--- src/hw/rtl/pof_pkg.sv ---
package pof_pkg;

    // Defaults for the top-level parameters
    localparam int MAX_RANGES_DEF = 16;
    localparam int PART_BITS_DEF  = 8;

    // Fixed field widths
    localparam int OP_W     = 2;
    localparam int SLOT_FW  = 4;
    localparam int IDX_W    = 32;
    localparam int OWNER_FW = 8;
    localparam int LPART_W  = 8;
    localparam int RCNT_W   = 5;
    localparam int CFG_IDX_W  = 2;
    localparam int CFG_DATA_W = 8;
    localparam int TOTAL_W  = 32;

    // Stream payload widths (padded to whole bytes)
    localparam int S_TDATA_W = 112;
    localparam int M_TDATA_W = 136;

    // Request opcodes
    typedef enum logic [OP_W-1:0] {
        OP_LOAD_ROW = 2'd0,
        OP_LOAD_COL = 2'd1,
        OP_CLASSIFY = 2'd2,
        OP_CLEAR    = 2'd3
    } opcode_t;

    // Configuration register indexes
    localparam logic [CFG_IDX_W-1:0] CFG_OWN_PART  = 2'd0;
    localparam logic [CFG_IDX_W-1:0] CFG_ROW_COUNT = 2'd1;
    localparam logic [CFG_IDX_W-1:0] CFG_COL_COUNT = 2'd2;

    // Result of one pass through the shared compare unit
    typedef struct packed {
        logic hit;
        logic remote;
    } match_t;

endpackage

--- src/hw/rtl/partition_owner_filter_core.sv ---
// Load and clear requests take effect at the accepting edge, one a cycle when idle.
// A classify request scans the row table, then the column table, one slot a cycle
// through the single bound comparator, and stops a side at its first hit or after
// its last valid slot. ST_DONE then waits for a free output register and registers
// the result and m_tvalid; no request is taken until the block is back in ST_IDLE.
// Reset clears control state, totals, own part; counts go to one; tables are kept.
module partition_owner_filter_core #(
    parameter int MAX_RANGES = pof_pkg::MAX_RANGES_DEF,
    parameter int PART_BITS  = pof_pkg::PART_BITS_DEF
) (
    input  logic                            aclk,
    input  logic                            aresetn,
    // Request stream
    input  logic                            s_tvalid,
    output logic                            s_tready,
    // entry_slot[3:0], end_bound[35:4], owner_part[43:36],
    // row_index[75:44], col_index[107:76], zero pad
    input  logic [pof_pkg::S_TDATA_W-1:0]   s_tdata,
    // opcode[1:0]
    input  logic [pof_pkg::OP_W-1:0]        s_tuser,
    // Result stream
    output logic                            m_tvalid,
    input  logic                            m_tready,
    // row_is_remote[0], col_is_remote[1], remote_row_index[33:2],
    // remote_col_index[65:34], out_of_range[66], remote_row_count[98:67],
    // remote_col_count[130:99], zero pad
    output logic [pof_pkg::M_TDATA_W-1:0]   m_tdata,
    // Configuration write port
    input  logic                            cfg_we,
    input  logic [pof_pkg::CFG_IDX_W-1:0]   cfg_addr,
    input  logic [pof_pkg::CFG_DATA_W-1:0]  cfg_wdata
);

    import pof_pkg::*;

    localparam int SLOT_W = (MAX_RANGES > 1) ? $clog2(MAX_RANGES) : 1;
    localparam int CNT_W  = $clog2(MAX_RANGES + 1);
    localparam int ADDR_W = SLOT_W + 1;
    localparam int DEPTH  = 2 ** ADDR_W;
    localparam int DATA_W = IDX_W + PART_BITS;

    typedef enum logic [2:0] {
        ST_IDLE = 3'b001,
        ST_SCAN = 3'b010,
        ST_DONE = 3'b100
    } state_t;

    state_t                state_reg, state_next;
    logic                  side_reg, side_next;
    logic [CNT_W-1:0]      rd_idx_reg, rd_idx_next;
    logic                  rd_pend_reg, rd_pend_next;
    logic [IDX_W-1:0]      row_idx_reg, row_idx_next;
    logic [IDX_W-1:0]      col_idx_reg, col_idx_next;
    logic                  row_found_reg, row_found_next;
    logic                  row_rem_reg, row_rem_next;
    logic                  col_found_reg, col_found_next;
    logic                  col_rem_reg, col_rem_next;
    logic [TOTAL_W-1:0]    row_tot_reg, row_tot_next;
    logic [TOTAL_W-1:0]    col_tot_reg, col_tot_next;
    logic [LPART_W-1:0]    own_part_reg;
    logic [RCNT_W-1:0]     row_cnt_reg;
    logic [RCNT_W-1:0]     col_cnt_reg;
    logic                  m_tvalid_reg, m_tvalid_next;
    logic [M_TDATA_W-1:0]  m_tdata_reg, m_tdata_next;

    // Request fields
    opcode_t               in_op;
    logic [SLOT_FW-1:0]    in_slot;
    logic [IDX_W-1:0]      in_bound;
    logic [OWNER_FW-1:0]   in_owner;
    logic [IDX_W-1:0]      in_row;
    logic [IDX_W-1:0]      in_col;
    logic                  accept;

    logic                  slot_ok;
    logic                  ram_we;
    logic [ADDR_W-1:0]     ram_waddr;
    logic [DATA_W-1:0]     ram_wdata;
    logic [ADDR_W-1:0]     ram_raddr;
    logic [DATA_W-1:0]     ram_rdata;

    logic [CNT_W-1:0]      row_n;
    logic [CNT_W-1:0]      col_n;
    logic [CNT_W-1:0]      side_n;
    logic [IDX_W-1:0]      side_idx;
    match_t                match;
    logic                  side_miss;

    logic [TOTAL_W-1:0]    row_tot_new;
    logic [TOTAL_W-1:0]    col_tot_new;
    logic                  oor;

    // Unpack request
    assign in_op    = opcode_t'(s_tuser);
    assign in_slot  = s_tdata[3:0];
    assign in_bound = s_tdata[35:4];
    assign in_owner = s_tdata[43:36];
    assign in_row   = s_tdata[75:44];
    assign in_col   = s_tdata[107:76];

    assign s_tready = (state_reg == ST_IDLE);
    assign accept   = s_tvalid && s_tready;

    // Table writes: row table in the lower half, column table in the upper
    assign slot_ok   = (32'(in_slot) < 32'(MAX_RANGES));
    assign ram_we    = accept && slot_ok &&
                       ((in_op == OP_LOAD_ROW) || (in_op == OP_LOAD_COL));
    assign ram_waddr = {(in_op == OP_LOAD_COL), SLOT_W'(in_slot)};
    assign ram_wdata = {PART_BITS'(in_owner), in_bound};
    assign ram_raddr = {side_reg, rd_idx_reg[SLOT_W-1:0]};

    pof_ram #(
        .WIDTH (DATA_W),
        .DEPTH (DEPTH)
    ) u_tables (
        .aclk  (aclk),
        .we    (ram_we),
        .waddr (ram_waddr),
        .wdata (ram_wdata),
        .raddr (ram_raddr),
        .rdata (ram_rdata)
    );

    // Clamp range counts to the table depth
    assign row_n = (32'(row_cnt_reg) > 32'(MAX_RANGES)) ? CNT_W'(MAX_RANGES)
                                                         : CNT_W'(row_cnt_reg);
    assign col_n = (32'(col_cnt_reg) > 32'(MAX_RANGES)) ? CNT_W'(MAX_RANGES)
                                                         : CNT_W'(col_cnt_reg);
    assign side_n   = side_reg ? col_n : row_n;
    assign side_idx = side_reg ? col_idx_reg : row_idx_reg;

    pof_match_unit #(
        .PART_BITS (PART_BITS)
    ) u_match (
        .cmp_en   (rd_pend_reg),
        .bound    (ram_rdata[IDX_W-1:0]),
        .index    (side_idx),
        .owner    (ram_rdata[DATA_W-1:IDX_W]),
        .own_part (PART_BITS'(own_part_reg)),
        .result   (match)
    );

    // No hit and nothing left to read on this side
    assign side_miss = !match.hit && (rd_idx_reg >= side_n);

    // Saturating totals and result word
    assign row_tot_new = (row_rem_reg && (row_tot_reg != '1)) ? row_tot_reg + 32'd1
                                                               : row_tot_reg;
    assign col_tot_new = (col_rem_reg && (col_tot_reg != '1)) ? col_tot_reg + 32'd1
                                                               : col_tot_reg;
    assign oor = !row_found_reg || !col_found_reg;

    // Sequencer
    always_comb begin
        state_next     = state_reg;
        side_next      = side_reg;
        rd_idx_next    = rd_idx_reg;
        rd_pend_next   = 1'b0;
        row_idx_next   = row_idx_reg;
        col_idx_next   = col_idx_reg;
        row_found_next = row_found_reg;
        row_rem_next   = row_rem_reg;
        col_found_next = col_found_reg;
        col_rem_next   = col_rem_reg;
        row_tot_next   = row_tot_reg;
        col_tot_next   = col_tot_reg;
        m_tvalid_next  = m_tvalid_reg && !m_tready;
        m_tdata_next   = m_tdata_reg;

        case (state_reg)
            ST_IDLE: begin
                if (accept) begin
                    case (in_op)
                        OP_CLASSIFY: begin
                            row_idx_next = in_row;
                            col_idx_next = in_col;
                            side_next    = 1'b0;
                            rd_idx_next  = '0;
                            state_next   = ST_SCAN;
                        end
                        OP_CLEAR: begin
                            row_tot_next = '0;
                            col_tot_next = '0;
                        end
                        default: begin
                        end
                    endcase
                end
            end
            ST_SCAN: begin
                if (match.hit || side_miss) begin
                    // Close this side, then move on or finish
                    if (!side_reg) begin
                        row_found_next = match.hit;
                        row_rem_next   = match.hit && match.remote;
                        side_next      = 1'b1;
                        rd_idx_next    = '0;
                    end else begin
                        col_found_next = match.hit;
                        col_rem_next   = match.hit && match.remote;
                        state_next     = ST_DONE;
                    end
                end else begin
                    // Issue the next slot read
                    rd_idx_next  = rd_idx_reg + CNT_W'(1);
                    rd_pend_next = 1'b1;
                end
            end
            ST_DONE: begin
                // Hold until the output register is free
                if (!m_tvalid_reg || m_tready) begin
                    row_tot_next  = row_tot_new;
                    col_tot_next  = col_tot_new;
                    m_tvalid_next = 1'b1;
                    m_tdata_next  = {5'd0, col_tot_new, row_tot_new, oor,
                                     col_rem_reg ? col_idx_reg : 32'd0,
                                     row_rem_reg ? row_idx_reg : 32'd0,
                                     col_rem_reg, row_rem_reg};
                    state_next    = ST_IDLE;
                end
            end
            default: begin
                state_next = ST_IDLE;
            end
        endcase
    end

    // Control and configuration registers
    always_ff @(posedge aclk) begin
        if (!aresetn) begin
            state_reg    <= ST_IDLE;
            rd_pend_reg  <= 1'b0;
            m_tvalid_reg <= 1'b0;
            row_tot_reg  <= '0;
            col_tot_reg  <= '0;
            own_part_reg <= '0;
            row_cnt_reg  <= RCNT_W'(1);
            col_cnt_reg  <= RCNT_W'(1);
        end else begin
            state_reg    <= state_next;
            rd_pend_reg  <= rd_pend_next;
            m_tvalid_reg <= m_tvalid_next;
            row_tot_reg  <= row_tot_next;
            col_tot_reg  <= col_tot_next;
            if (cfg_we) begin
                case (cfg_addr)
                    CFG_OWN_PART:  own_part_reg <= cfg_wdata;
                    CFG_ROW_COUNT: row_cnt_reg  <= cfg_wdata[RCNT_W-1:0];
                    CFG_COL_COUNT: col_cnt_reg  <= cfg_wdata[RCNT_W-1:0];
                    default: begin
                    end
                endcase
            end
        end
    end

    // Payload registers
    always_ff @(posedge aclk) begin
        side_reg      <= side_next;
        rd_idx_reg    <= rd_idx_next;
        row_idx_reg   <= row_idx_next;
        col_idx_reg   <= col_idx_next;
        row_found_reg <= row_found_next;
        row_rem_reg   <= row_rem_next;
        col_found_reg <= col_found_next;
        col_rem_reg   <= col_rem_next;
        m_tdata_reg   <= m_tdata_next;
    end

    assign m_tvalid = m_tvalid_reg;
    assign m_tdata  = m_tdata_reg;

endmodule

--- src/hw/rtl/pof_ram.sv ---
module pof_ram #(
    parameter int WIDTH = 40,
    parameter int DEPTH = 32
) (
    input  logic                     aclk,
    input  logic                     we,
    input  logic [$clog2(DEPTH)-1:0] waddr,
    input  logic [WIDTH-1:0]         wdata,
    input  logic [$clog2(DEPTH)-1:0] raddr,
    output logic [WIDTH-1:0]         rdata
);

    logic [WIDTH-1:0] mem [DEPTH];
    logic [WIDTH-1:0] rdata_reg;

    // Write port and registered read port
    always_ff @(posedge aclk) begin
        if (we) begin
            mem[waddr] <= wdata;
        end
        rdata_reg <= mem[raddr];
    end

    assign rdata = rdata_reg;

endmodule

--- src/hw/rtl/pof_match_unit.sv ---
module pof_match_unit #(
    parameter int PART_BITS = pof_pkg::PART_BITS_DEF
) (
    input  logic                       cmp_en,
    input  logic [pof_pkg::IDX_W-1:0]  bound,
    input  logic [pof_pkg::IDX_W-1:0]  index,
    input  logic [PART_BITS-1:0]       owner,
    input  logic [PART_BITS-1:0]       own_part,
    output pof_pkg::match_t            result
);

    import pof_pkg::*;

    // Slot qualifies when its exclusive bound lies above the index
    always_comb begin
        result.hit    = cmp_en && (bound > index);
        result.remote = (owner != own_part);
    end

endmodule

--- config.mk ---
export PLATFORM = sky130hd
export DESIGN_NAME = partition_owner_filter_core
export DESIGN_NICKNAME = d
export VERILOG_FILES = /design/src/hw/rtl/pof_pkg.sv /design/src/hw/rtl/partition_owner_filter_core.sv /design/src/hw/rtl/pof_ram.sv /design/src/hw/rtl/pof_match_unit.sv
export SDC_FILE = /design/constraint.sdc
export NUM_CORES = 2
export LEC_CHECK = 0
export BUFFER_PORTS_ARGS = -buffer_cell sky130_fd_sc_hd__buf_2
export CAP_MARGIN = 20
export CORE_MARGIN = 2
export CORE_UTILIZATION = 55
export CTS_CLUSTER_SIZE = 12
export DETAILED_ROUTE_END_ITERATION = 7
export PLACE_DENSITY = 0.8
export SLEW_MARGIN = 5
export SYNTH_ARGS = -nofsm -noshare
export SYNTH_HDL_FRONTEND = slang
export SYNTH_SLANG_ARGS = --single-unit
--- constraint.sdc ---
create_clock -name aclk -period 4.9 [get_ports aclk]
set_input_delay 0.735 -clock aclk [delete_from_list [all_inputs] [get_ports aclk]]
set_output_delay 0.735 -clock aclk [all_outputs]
set_load 0.03 [all_outputs]
# Word-level counts from Yosys, hierarchy flattened
# Memory sizes are Yosys's and may differ from the RTL's. A register that Yosys moved wholly into a read port is not among the register bits.
# Cells that the tools add are included.
# classes
div,0
n_eq_ne,18
n_bitwise,1
reduce_logical,33
mul,0
n_lt_le_gt_ge,4
addsub,3
n_mux,32
shifts,0
# op_table
operator,n
32-bit 2-to-1 mux,7
32-bit one-hot mux with 2 select lines,2
32-bit by 1-bit adder with 32-bit output (second input constant),2
32-bit != test (second input constant),2
5-bit 2-to-1 mux,7
32-bit greater-than comparator,1
3-bit 2-to-1 mux,5
4-bit AND reduction,3
5-bit greater-than comparator (second input constant),2
5-bit one-hot mux with 2 select lines,1
2-bit AND reduction,5
3-bit one-hot mux with 3 select lines,1
3-bit AND reduction,3
1-bit logical AND,8
1-bit 2-to-1 mux,8
8-bit != test,1
2-bit == test (second input constant),3
2-bit by 1-bit != test with 1-bit output (second input constant),3
2-bit != test (second input constant),3
5-bit by 1-bit adder with 5-bit output (second input constant),1
5-bit >= comparator,1
1-bit zero test,5
5-bit AND reduction,1
2-bit by 1-bit == test with 1-bit output (second input constant),2
other kinds (9),14
# totals
memories,1
rom_bits,0
reg_bits,292
wordCells,111
ramBits,1280
latchBits,0
# mem_list
memory,depth,word_bits,rd,rd_clocked_by_memory_dff,write_ports,line,source
u_tables.mem,32,40,1,1,1,pof_ram.sv:13,logic [WIDTH-1:0] mem [DEPTH];

# Longest topological paths before layout
# depth
depth_word,8
ltp_mapped,13
mapped_depth_nobuf,9

# By module
# From an unflattened synthesis, not the netlist that was laid out.
# unflattened
hier_cells,3915
area_unflattened_um2,63827.5
# by_module_without_submodules
mod,seq_area_each_um2,n_inst,cells_per_inst,area_each_um2
pof_ram,39237.6,1,2813,50564.7
partition_owner_filter_core,7897.6,1,978,12374.4
pof_match_unit,0.0,1,124,888.4

# Worst setup path before layout
# Ideal clock, no wire load.
# synth_path
path_kind,in2reg
startpoint,in m_tready
endpoint,reg row_tot_reg[17]
arrival_time_ns,5.129
path_buffers,2
slack_ns,-0.316
path_stages,8
t_required_ns,4.813
cell_sequence,nand2b_1 > and2_1 > nand2_1 > clkbuf_1 > clkbuf_1 > a21oi_1 > o21ai_0 > o31ai_1
# synth_between
elab_chain_len,3
# synth_rtl
element,line,source
start: declaration,partition_owner_filter_core.sv:23,"input logic m_tready,"
1-bit logical OR,partition_owner_filter_core.sv:211,if (!m_tvalid_reg || m_tready) begin
2-bit != test (no source line),--,
4-bit AND reduction (no source line),--,
end signal: assignment,partition_owner_filter_core.sv:243,row_tot_reg <= row_tot_next;
end: declaration,partition_owner_filter_core.sv:58,"logic [TOTAL_W-1:0] row_tot_reg, row_tot_next;"
# No other way between the ends.
# A chain may end at the register's enable or synchronous reset.

==> out/qor.txt <==
CP Capture Type -> flip-flop
Global-route wire length before repair -> 224,000 µm
WL/cell -> 31.3 µm
Synthesized flop and latch total -> 1,612
Clock Tree Buf Depth -> 3
Flip-flop count of the largest register, all copies and words added -> 1,280
Tightest Hold Check Type -> primary input to flip-flop
Fraction of registers with async set/reset -> 0
Post-cts sizing count -> 0
Clock-pin slew on the worst setup and hold paths -> 60 ps
Vias -> 32,256
Sequential share of power -> 0.558
Final Hold Viols -> 0
Starting Density -> 0.554
Pwr/cell area -> 383 mW/mm²
Pin count of the biggest net entering global routing -> 118
Worst Skew -> 22.5 ps
Worst path required time -> 5300 ps
Final wirelength -> 155,000 µm
ANT nets after route -> 0
Most frequent cells in the layout -> 1,485 x edfxtp_1, 400 x mux4_2, 257 x buf_2, 158 x clkbuf_16, 127 x dfxtp_1
Clock Sinks -> 1,612
Max_slew headroom -> 0.300
Core outline area -> 0.112 mm²
Synthesized area -> 0.0624 mm²
CP startpoint kind -> flip-flop
Placer Congestion -> 0.845
RSZ-0062 raised after global routing -> no
Sw Ratio -> 0.209
Post-synth cell types -> 66
Vias/cell -> 6.52
EDFF count, synth -> 1,485
Worst-Margin Slew -> 1050 ps
Area grow syn2layout -> 13.4%
Remaining global-route overflow -> 0
Final period utilization -> 0.806
Row count -> 123
Final net count -> 3,501
DRC -> 0
Antenna violations before repair -> 23
CTS tree -> yes
R2r setup slk -> 950 ps
Drt initial violations -> 4,590
Pre-antenna DRT Iters -> 6
Die area -> 0.116 mm²
Fmax -> 0.253 GHz
Top-Level Pins -> 267
P_sw -> 0.00566 W
Mean Syn Cell Area -> 20.9 µm²
Most common cell after layout, fill and taps aside -> edfxtp_1
Clk pwr share -> 0.410
Post-DP HPWL -> 84,300 µm
Share of cells above drive strength 1 -> 0.297
CTS Buf Count -> 158
Worst Path Max Fanout -> 35
Post-CTS Hold Buffers -> 0
Combinational share of power -> 0.031
Final setup fails -> 0
Leading register cell type out of synthesis -> edfxtp_1
GRT Util Overall -> 0.267
Vias in the first global route -> 32,208
Cell-internal power -> 0.0214 W
WS Path Type -> flip-flop to flip-flop
Outcome -> finished, final reports clean
Setup TNS Final -> 0 ps
H-tree Lvls -> 4
Worst hold margin -> 135 ps
Die H -> 341 µm
Register area share after synthesis -> 0.756
Clk_lat worst skew -> 780 ps
VDD IR max -> 323 µV
Slew Limit Fails -> 0
Clock Tree Root -> clkbuf_16
Die Wd -> 341 µm
Port-buffer cells -> 257
Warnings from Yosys -> 0
Arrival time worst endpoint -> 4350 ps
Cells after Synth -> 2,979
P_leak -> 23.1 nW
Fillers -> 7,160
Post-CTS Setup Bufs -> 0
Max-cap check violation count -> 0
Tmin final -> 3950 ps
per-stage QoR:
step | setup slack (ps) | utilization | power, W | area, µm² | std cells
2_1_floorplan | 426 | - | 0.0159 | 62400 | 2983
3_3_place_gp | 1130 | 0.588 | 0.0162 | 66100 | 4672
3_5_place_dp | 955 | 0.588 | 0.0162 | 66100 | 4672
4_1_cts | 942 | 0.628 | 0.0272 | 70700 | 4930
5_1_grt | 744 | 0.629 | 0.0277 | 70700 | 4938
6_report | 948 | 0.629 | 0.0271 | 70700 | 4945
worst paths after layout:
kind                  start         endpoint  cells after the start
min reg2reg  row_cnt_reg[0]   row_cnt_reg[0]                      2
max                side_reg    rd_idx_reg[3]                      9
max reg2reg        side_reg    rd_idx_reg[3]                      9
min             s_tdata[67]  row_idx_reg[23]                      1
cell families after synthesis:
kind of cell    Yosys count  share of synthesized area
fa+ha+maj                40                    0.00802
mux                     498                      0.161
other cells               1                  0.0000601
xor+xnor                 73                     0.0103
compound gates          201                     0.0209
buf+inv                 164                     0.0109
simple gates            390                     0.0332
flops                  1612                      0.756
layer usage:
layer,wire length (µm),vias to the layer above,global-route usage
li1,-,13012,-
met1,56900,16780,0.360
met2,78400,2162,0.442
met3,15100,288,0.0520
met4,4410,14,0.0921
met5,88,-,0
critical path: stages, from the launching register on:
cell and delay [ps]:
edfxtp_1 400, buf_12 270, mux2i_1 490, ha_1 200, nand4_1 120, or4_1 540
o41ai_1 460, a21o_1 280, inv_2 140, o21ai_0 600
synthesized netlist by cell type, drive strengths merged, types with 40 or more instances:
cell / n / area [µm²]
edfxtp: 1485 / 44600
mux4: 400 / 9010
dfxtp: 127 / 2540
clkbuf: 98 / 368
nor2: 86 / 323
nand2: 79 / 297
and2: 69 / 432
mux2i: 54 / 541
o21ai: 54 / 270
buf: 52 / 258
a21oi: 48 / 240
mux2: 44 / 495
nand3: 43 / 220
xnor2: 42 / 368
ha: 40 / 500
power groups by stage:
stage	Combinational (W)	Clock, W	Sequential (W)
after floorplan	0.000447	0	0.0154
after global placement	0.000800	0	0.0154
after detailed placement	0.000825	0	0.0154
after CTS	0.000845	0.0112	0.0151
after global routing	0.000908	0.0117	0.0151
final	0.000850	0.0111	0.0151
layout make-up:
type,count,area [µm²],area share
Sequential cell,1612,47100,0.666
Multi-Input combinational cell,1207,14800,0.210
Antenna cell,15,37.5,0.000531
Clock buffer,228,4240,0.0599
Tap cell,1500,1880,0.0265
Timing Repair Buffer,339,2210,0.0313
Inverter,14,52.6,0.000743
Clock inverter,30,329,0.00465
Power figures use the tool's default switching activity.
